## src/rtl/fqs_pkg.sv

```systemverilog
// fqs_pkg: sizes, operation codes and status codes for the FIFO queue with search.
// Used by fifo_queue_with_search_top; depends on nothing else.
package fqs_pkg;

   localparam int DEPTH      = 16;
   localparam int DATA_WIDTH = 32;
   localparam int ADDR_W     = (DEPTH > 1) ? $clog2(DEPTH) : 1;
   localparam int CNT_W      = $clog2(DEPTH + 1);

   // operation field
   localparam logic [1:0] OP_ENQUEUE = 2'd0;
   localparam logic [1:0] OP_DEQUEUE = 2'd1;
   localparam logic [1:0] OP_SEARCH  = 2'd2;
   localparam logic [1:0] OP_CLEAR   = 2'd3;

   // status field
   localparam logic [1:0] ST_OK        = 2'd0;
   localparam logic [1:0] ST_EMPTY     = 2'd1;
   localparam logic [1:0] ST_FULL      = 2'd2;
   localparam logic [1:0] ST_NOT_FOUND = 2'd3;

   typedef logic [DATA_WIDTH-1:0] word_type;
   typedef logic [ADDR_W-1:0]     addr_type;
   typedef logic [CNT_W-1:0]      count_type;

   // ring index advance with wrap at the last slot
   function automatic addr_type next_index(input addr_type i);
      addr_type r;
      if (i == addr_type'(DEPTH - 1)) begin
         r = '0;
      end else begin
         r = i + addr_type'(1);
      end
      return r;
   endfunction

endpackage

```

## src/rtl/fifo_queue_with_search_top.sv

```systemverilog
// Ring-buffer FIFO of data words with enqueue, dequeue, linear search and clear.
// Enqueue and clear: result strobe registered in the cycle after start; busy stays low.
// Dequeue (non-empty): registered memory read in S_DEQ, then registered result; busy in S_DEQ.
// Search: one compare per cycle through the shared comparator, walking from head
// until a match or the last occupied slot; the result is registered. The result is never stalled.
// Synchronous active-high reset empties the queue; stored words are not cleared.
module fifo_queue_with_search_top (
   input  logic               clock,
   input  logic               reset,
   input  logic               start,
   output logic               busy,
   input  logic [1:0]         req_operation,
   input  logic signed [31:0] req_value,
   output logic               rsp_valid,
   output logic [1:0]         rsp_status,
   output logic [3:0]         rsp_position,
   output logic signed [31:0] rsp_removed_value,
   output logic [4:0]         rsp_occupancy,
   output logic               rsp_is_empty
);

   localparam logic [1:0] S_IDLE   = 2'd0;
   localparam logic [1:0] S_DEQ    = 2'd1;
   localparam logic [1:0] S_SEARCH = 2'd2;

   logic [1:0]          state_ff, state_in;
   fqs_pkg::addr_type   head_ff, head_in;
   fqs_pkg::addr_type   tail_ff, tail_in;
   fqs_pkg::count_type  count_ff, count_in;
   fqs_pkg::addr_type   k_ff, k_in;
   fqs_pkg::addr_type   idx_ff, idx_in;
   fqs_pkg::word_type   value_ff, value_in;

   fqs_pkg::word_type   mem_ff [fqs_pkg::DEPTH];
   fqs_pkg::word_type   rdata_ff;
   fqs_pkg::addr_type   rd_addr;
   logic                wr_en;
   fqs_pkg::word_type   req_word;
   logic                accept;
   logic                is_full;
   logic                match;
   logic                last_pos;

   logic                rsp_valid_ff, rsp_valid_in;
   logic [1:0]          status_ff, status_in;
   logic [3:0]          position_ff, position_in;
   logic signed [31:0]  removed_ff, removed_in;
   logic [4:0]          occ_ff, occ_in;
   logic                empty_ff, empty_in;

   assign accept   = start && !busy;
   assign busy     = (state_ff != S_IDLE);
   assign req_word = fqs_pkg::word_type'($unsigned(req_value));
   assign is_full  = (count_ff == fqs_pkg::count_type'(fqs_pkg::DEPTH));
   // shared comparator: stored word against the search key
   assign match    = (rdata_ff == value_ff);
   assign last_pos = ((fqs_pkg::count_type'(k_ff) + fqs_pkg::count_type'(1)) == count_ff);

   always_comb begin
      state_in     = state_ff;
      head_in      = head_ff;
      tail_in      = tail_ff;
      count_in     = count_ff;
      k_in         = k_ff;
      idx_in       = idx_ff;
      value_in     = value_ff;
      wr_en        = 1'b0;
      rd_addr      = head_ff;
      rsp_valid_in = 1'b0;
      status_in    = fqs_pkg::ST_OK;
      position_in  = '0;
      removed_in   = '0;

      case (state_ff)
         S_IDLE: begin
            if (accept) begin
               case (req_operation)
                  fqs_pkg::OP_ENQUEUE: begin
                     rsp_valid_in = 1'b1;
                     if (is_full) begin
                        status_in = fqs_pkg::ST_FULL;
                     end else begin
                        wr_en    = 1'b1;
                        tail_in  = fqs_pkg::next_index(tail_ff);
                        count_in = count_ff + fqs_pkg::count_type'(1);
                     end
                  end
                  fqs_pkg::OP_DEQUEUE: begin
                     if (count_ff == '0) begin
                        rsp_valid_in = 1'b1;
                        status_in    = fqs_pkg::ST_EMPTY;
                     end else begin
                        state_in = S_DEQ;
                     end
                  end
                  fqs_pkg::OP_SEARCH: begin
                     if (count_ff == '0) begin
                        rsp_valid_in = 1'b1;
                        status_in    = fqs_pkg::ST_EMPTY;
                     end else begin
                        // head word is read now; issue one address ahead from here on
                        value_in = req_word;
                        k_in     = '0;
                        idx_in   = fqs_pkg::next_index(head_ff);
                        state_in = S_SEARCH;
                     end
                  end
                  default: begin
                     rsp_valid_in = 1'b1;
                     if (count_ff == '0) begin
                        status_in = fqs_pkg::ST_EMPTY;
                     end
                     head_in  = '0;
                     tail_in  = '0;
                     count_in = '0;
                  end
               endcase
            end
         end
         S_DEQ: begin
            rsp_valid_in = 1'b1;
            removed_in   = 32'($signed(rdata_ff));
            head_in      = fqs_pkg::next_index(head_ff);
            count_in     = count_ff - fqs_pkg::count_type'(1);
            state_in     = S_IDLE;
         end
         S_SEARCH: begin
            rd_addr = idx_ff;
            if (match) begin
               rsp_valid_in = 1'b1;
               position_in  = 4'(k_ff);
               state_in     = S_IDLE;
            end else if (last_pos) begin
               rsp_valid_in = 1'b1;
               status_in    = fqs_pkg::ST_NOT_FOUND;
               state_in     = S_IDLE;
            end else begin
               k_in   = k_ff + fqs_pkg::addr_type'(1);
               idx_in = fqs_pkg::next_index(idx_ff);
            end
         end
         default: begin
            state_in = S_IDLE;
         end
      endcase

      occ_in   = 5'(count_in);
      empty_in = (count_in == '0);
   end

   always_ff @(posedge clock) begin
      if (wr_en) begin
         mem_ff[tail_ff] <= req_word;
      end
      rdata_ff <= mem_ff[rd_addr];
   end

   always_ff @(posedge clock) begin
      if (reset) begin
         state_ff     <= S_IDLE;
         head_ff      <= '0;
         tail_ff      <= '0;
         count_ff     <= '0;
         rsp_valid_ff <= 1'b0;
      end else begin
         state_ff     <= state_in;
         head_ff      <= head_in;
         tail_ff      <= tail_in;
         count_ff     <= count_in;
         rsp_valid_ff <= rsp_valid_in;
      end
   end

   always_ff @(posedge clock) begin
      k_ff        <= k_in;
      idx_ff      <= idx_in;
      value_ff    <= value_in;
      status_ff   <= status_in;
      position_ff <= position_in;
      removed_ff  <= removed_in;
      occ_ff      <= occ_in;
      empty_ff    <= empty_in;
   end

   assign rsp_valid         = rsp_valid_ff;
   assign rsp_status        = status_ff;
   assign rsp_position      = position_ff;
   assign rsp_removed_value = removed_ff;
   assign rsp_occupancy     = occ_ff;
   assign rsp_is_empty      = empty_ff;

   a_count_bound: assert property (@(posedge clock) disable iff (reset)
      count_ff <= fqs_pkg::count_type'(fqs_pkg::DEPTH))
      else $error("occupancy above depth");

   a_ring_align: assert property (@(posedge clock) disable iff (reset)
      (count_ff == '0 || count_ff == fqs_pkg::count_type'(fqs_pkg::DEPTH))
         |-> head_ff == tail_ff)
      else $error("head and tail disagree with occupancy");

   a_search_range: assert property (@(posedge clock) disable iff (reset)
      state_ff == S_SEARCH |-> fqs_pkg::count_type'(k_ff) < count_ff)
      else $error("search walked past the tail");

   a_long_op_busy: assert property (@(posedge clock) disable iff (reset)
      (accept && count_ff != '0 &&
       (req_operation == fqs_pkg::OP_DEQUEUE || req_operation == fqs_pkg::OP_SEARCH))
         |=> busy && !rsp_valid)
      else $error("dequeue or search finished without a memory read");

   a_empty_flag: assert property (@(posedge clock) disable iff (reset)
      rsp_valid |-> rsp_is_empty == (rsp_occupancy == 5'd0))
      else $error("empty flag disagrees with occupancy");

endmodule
```

## config.mk

```make
export PLATFORM = sky130hd
export DESIGN_NAME = fifo_queue_with_search_top
export DESIGN_NICKNAME = d
export VERILOG_FILES = /design/src/rtl/fqs_pkg.sv /design/src/rtl/fifo_queue_with_search_top.sv
export SDC_FILE = /design/constraint.sdc
export NUM_CORES = 1
export LEC_CHECK = 0
export ABC_AREA = 1
export BUFFER_PORTS_ARGS = -buffer_cell sky130_fd_sc_hd__buf_2
export CAP_MARGIN = 5
export CORE_UTILIZATION = 30
export CTS_CLUSTER_DIAMETER = 120
export DETAILED_ROUTE_END_ITERATION = 6
export GPL_ROUTABILITY_DRIVEN = 0
export GPL_TIMING_DRIVEN = 0
export SKIP_CTS_REPAIR_TIMING = 1
export SLEW_MARGIN = 5
export SYNTH_ARGS = -nofsm -noshare
export SYNTH_HDL_FRONTEND = slang
export SYNTH_SLANG_ARGS = --single-unit
export TNS_END_PERCENT = 5
```

## constraint.sdc

```tcl
create_clock -name clock -period 5.6 [get_ports clock]
set_clock_uncertainty 0.05 [all_clocks]
set_input_delay 0.28 -clock clock [delete_from_list [all_inputs] [get_ports clock]]
set_output_delay 0.28 -clock clock [all_outputs]
set_load 0.01 [all_outputs]
```

==> metrics.yaml <==
vdd_drop_max_uv: 230
cts_root_buffer: "clkbuf_16"
holdPathEnd: "mem_ff[7][19]$_DFFE_PP_"
cts_made_buffers: 68
initial_core_util_pct: 30.3
tns_ps: 0
hold_class: "in -> reg"
pin_count: 83
p_per_area_mw_per_mm2: 342
worst_r2r_endpoint: "mem_ff[13][13]$_DFFE_PP_"
drive_gt1_share_pct: 13.6
hpwl_um: 49300
global_route.usage.total_pct: 17.1
max_freq_mhz: 344
vias: 17300
antenna_left: 0
overflow: 0
outcome: "finished, final reports clean"
worstPathRequired_ps: 5870
antenna_found_initial: 3
clkTransAtPathRegs_ps: 70
maxCapViolCount: 0
h-tree-depth: 3
stdcell_count: 3521
power.total_mw: 10.4
p_leak_nw: 11.4
min_from: "req_value[19]"
fill_cells: 8316
whs_path_depth: 1
wl_per_cell_um: 21.1
yosysWarnings: 0
cts_tree: "built"
area_growth_pct: 18.3
grt_max_degree: 24
post-route-period-util_pct: 51.9
synth_cell_types: 33
grt_pass1_wl_um: 108000
cp_slowest_stage_delay_ps: 660
clock_sinks: 644
rows: 107
path_common_cell: "nand2_1"
worst_pin_slew_ps: 1120
die_h_um: 295
synth_top_area_share_pct: 64.3
clock_tree.buffer_depth: 3
syn_nets: 2195
hold_viol: 0
end_kind: "register"
wirelength_um: 74300
min_period_ps: 2900
dp_cells: 3387
reg2reg_from: "count_ff[1]$_SDFF_PP0_"
viasPerCell: 4.91
synth_cells: 2144
ys_seq_elements: 644
crit_chain: "inv_1 -> ha_1 -> nand3_1 -> nand2_1 -> nor2_1 -> nand2_1 -> nor2_4 -> buf_16"
syn_area_per_cell_um2: 12.0
worstPathMaxFanout: 17
rsz0062_at_grt: "false"
drc: 0
relSlewSlack_pct: 25.2
worstPathArrival_ps: 3170
syn_area_mm2: 0.0258
crit_type: "reg -> reg"
slowest_stage: "nor2_4"
die_width_um: 295
nets: 2371
r2r_cells: 8
drtPass1Iterations: 6
portBuffers: 82
final-setup-viol-count: 0
rrSetupSlack_ps: 2700
synth_area_leaders: "edfxtp_1, dfxtp_1, inv_1, a21oi_1, o211ai_1"
first_global_vias: 16300
final-max-slew-violation-count: 0
insertion_delay_ps: 640
critPathLaunchType: "register"
die_area_mm2: 0.0872
dr.first_iter.drc_count: 1818
ys_seq_area_share_pct: 71.4
core_area_mm2: 0.0851
synth_area_leader_cell: "edfxtp_1"
-- layout make-up --
class,instances,area (um2),share of cell area (%)
repair buffers,106,873,2.86
multi-input cells,1098,5780,18.9
plain buffers,117,653,2.14
clock inverters,41,479,1.57
clock buffers,84,1810,5.94
well taps,1144,1430,4.69
inverters,285,1070,3.51
diodes,2,5.00,0.0164
flip-flops and latches,644,18400,60.4
-- worst max-delay path: cells and delay by family, from the launching register on --
| family | cells | cell delay (ps) |
|---|---|---|
| adders and majority gates | 1 | 230 |
| buffers and inverters | 2 | 410 |
| DFF | 1 | 460 |
| and+or+nand+nor | 5 | 1420 |
-- synthesized netlist by cell type (all sizes together) --
cell    count
o21ai     204
a31oi       1
xnor2      22
buf        91
nor2      102
o31ai       1
or2         2
inv       285
clkbuf     26
edfxtp    552
xor2        4
nor3        4
o211ai    129
ha         14
nand2     241
a21oi     207
nand4       6
dfxtp      92
a211oi      3
o221ai      1
nand3     154
o21bai      1
o22ai       2
-- per-layer routing --
| metal | global-route usage [%] | part of all wire [%] |
|---|---|---|
| met5 | 0 | 0.043 |
| met1 | 22.7 | 42 |
| met2 | 27.6 | 47 |
| met4 | 6.60 | 2.9 |
| met3 | 3.20 | 8.1 |
-- registers in the layout, indices dropped and copies added, names as in the netlist --
register           flops
mem_ff               512
value_ff              32
rsp_occupancy          5
k_ff                   4
head_ff                4
count_ff               5
rsp_removed_value     32
idx_ff                 4
rdata_ff              32
state_ff               2
rsp_status             2
rsp_position           4
rsp_valid              1
rsp_is_empty           1
tail_ff                4
-- cells in the final DEF (no fill, tap or decap), types with 5 or more instances in the layout --
cell type,n
edfxtp_1,552
inv_1,281
nand2_1,237
a21oi_1,207
o21ai_0,185
nand3_1,154
buf_2,142
o211ai_1,129
dfxtp_1,92
nor2_1,85
clkbuf_16,68
clkbuf_1,37
buf_4,24
xnor2_1,22
nor2_4,17
o21ai_1,17
ha_1,14
clkinv_2,13
buf_12,10
clkinv_1,9
bufinv_16,8
dlygate4sd3_1,7
buf_16,7
nand4_1,6
buf_6,5
clkbuf_8,5
-- power breakdown --
part           total [mW]  switching (mW)  internal (mW)
Combinational       0.491           0.356          0.135
Clock                4.65            1.95           2.70
Sequential           5.28          0.0266           5.26
-- how the worst max path moves through the flow --
stage | start | endpoint | slack [ps] | cells past startpoint
detailed placement | count_ff[0]$_SDFF_PP0_ | mem_ff[13][13]$_DFFE_PP_ | 2750 | 8
floorplan | count_ff[0]$_SDFF_PP0_ | mem_ff[0][0]$_DFFE_PP_ | 2620 | 7
finish | count_ff[1]$_SDFF_PP0_ | mem_ff[13][13]$_DFFE_PP_ | 2700 | 8
global placement | count_ff[0]$_SDFF_PP0_ | mem_ff[4][14]$_DFFE_PP_ | 430 | 7
global route | count_ff[0]$_SDFF_PP0_ | mem_ff[13][13]$_DFFE_PP_ | 2530 | 8
CTS | count_ff[1]$_SDFF_PP0_ | mem_ff[4][6]$_DFFE_PP_ | 2740 | 8
-- cell families (layout without fill, tap and decap cells) --
group,after synthesis,in the layout,synth area share [%]
AOI/OAI and AO/OA,549,549,12.0
other,0,2,0
adders and majority gates,14,14,0.679
xor gates and xnor gates,26,26,0.883
and+or+nand+nor,509,509,8.36
buffers and inverters,402,633,6.68
DFF,644,644,71.4
-- stage by stage --
stage / utilization, % / hold slack [ps] / setup WS, ps / instance area [um2]
after floorplan: - / 308 / 2620 / 25800
after global placement: 32.5 / 386 / 429 / 27600
after detailed placement: 33.1 / 387 / 2750 / 28200
after CTS: 35.8 / -195 / 2740 / 30400
after global routing: 35.8 / 0.291 / 2530 / 30500
final: 35.8 / 0.453 / 2700 / 30500
(Power assumes the default switching activity.)
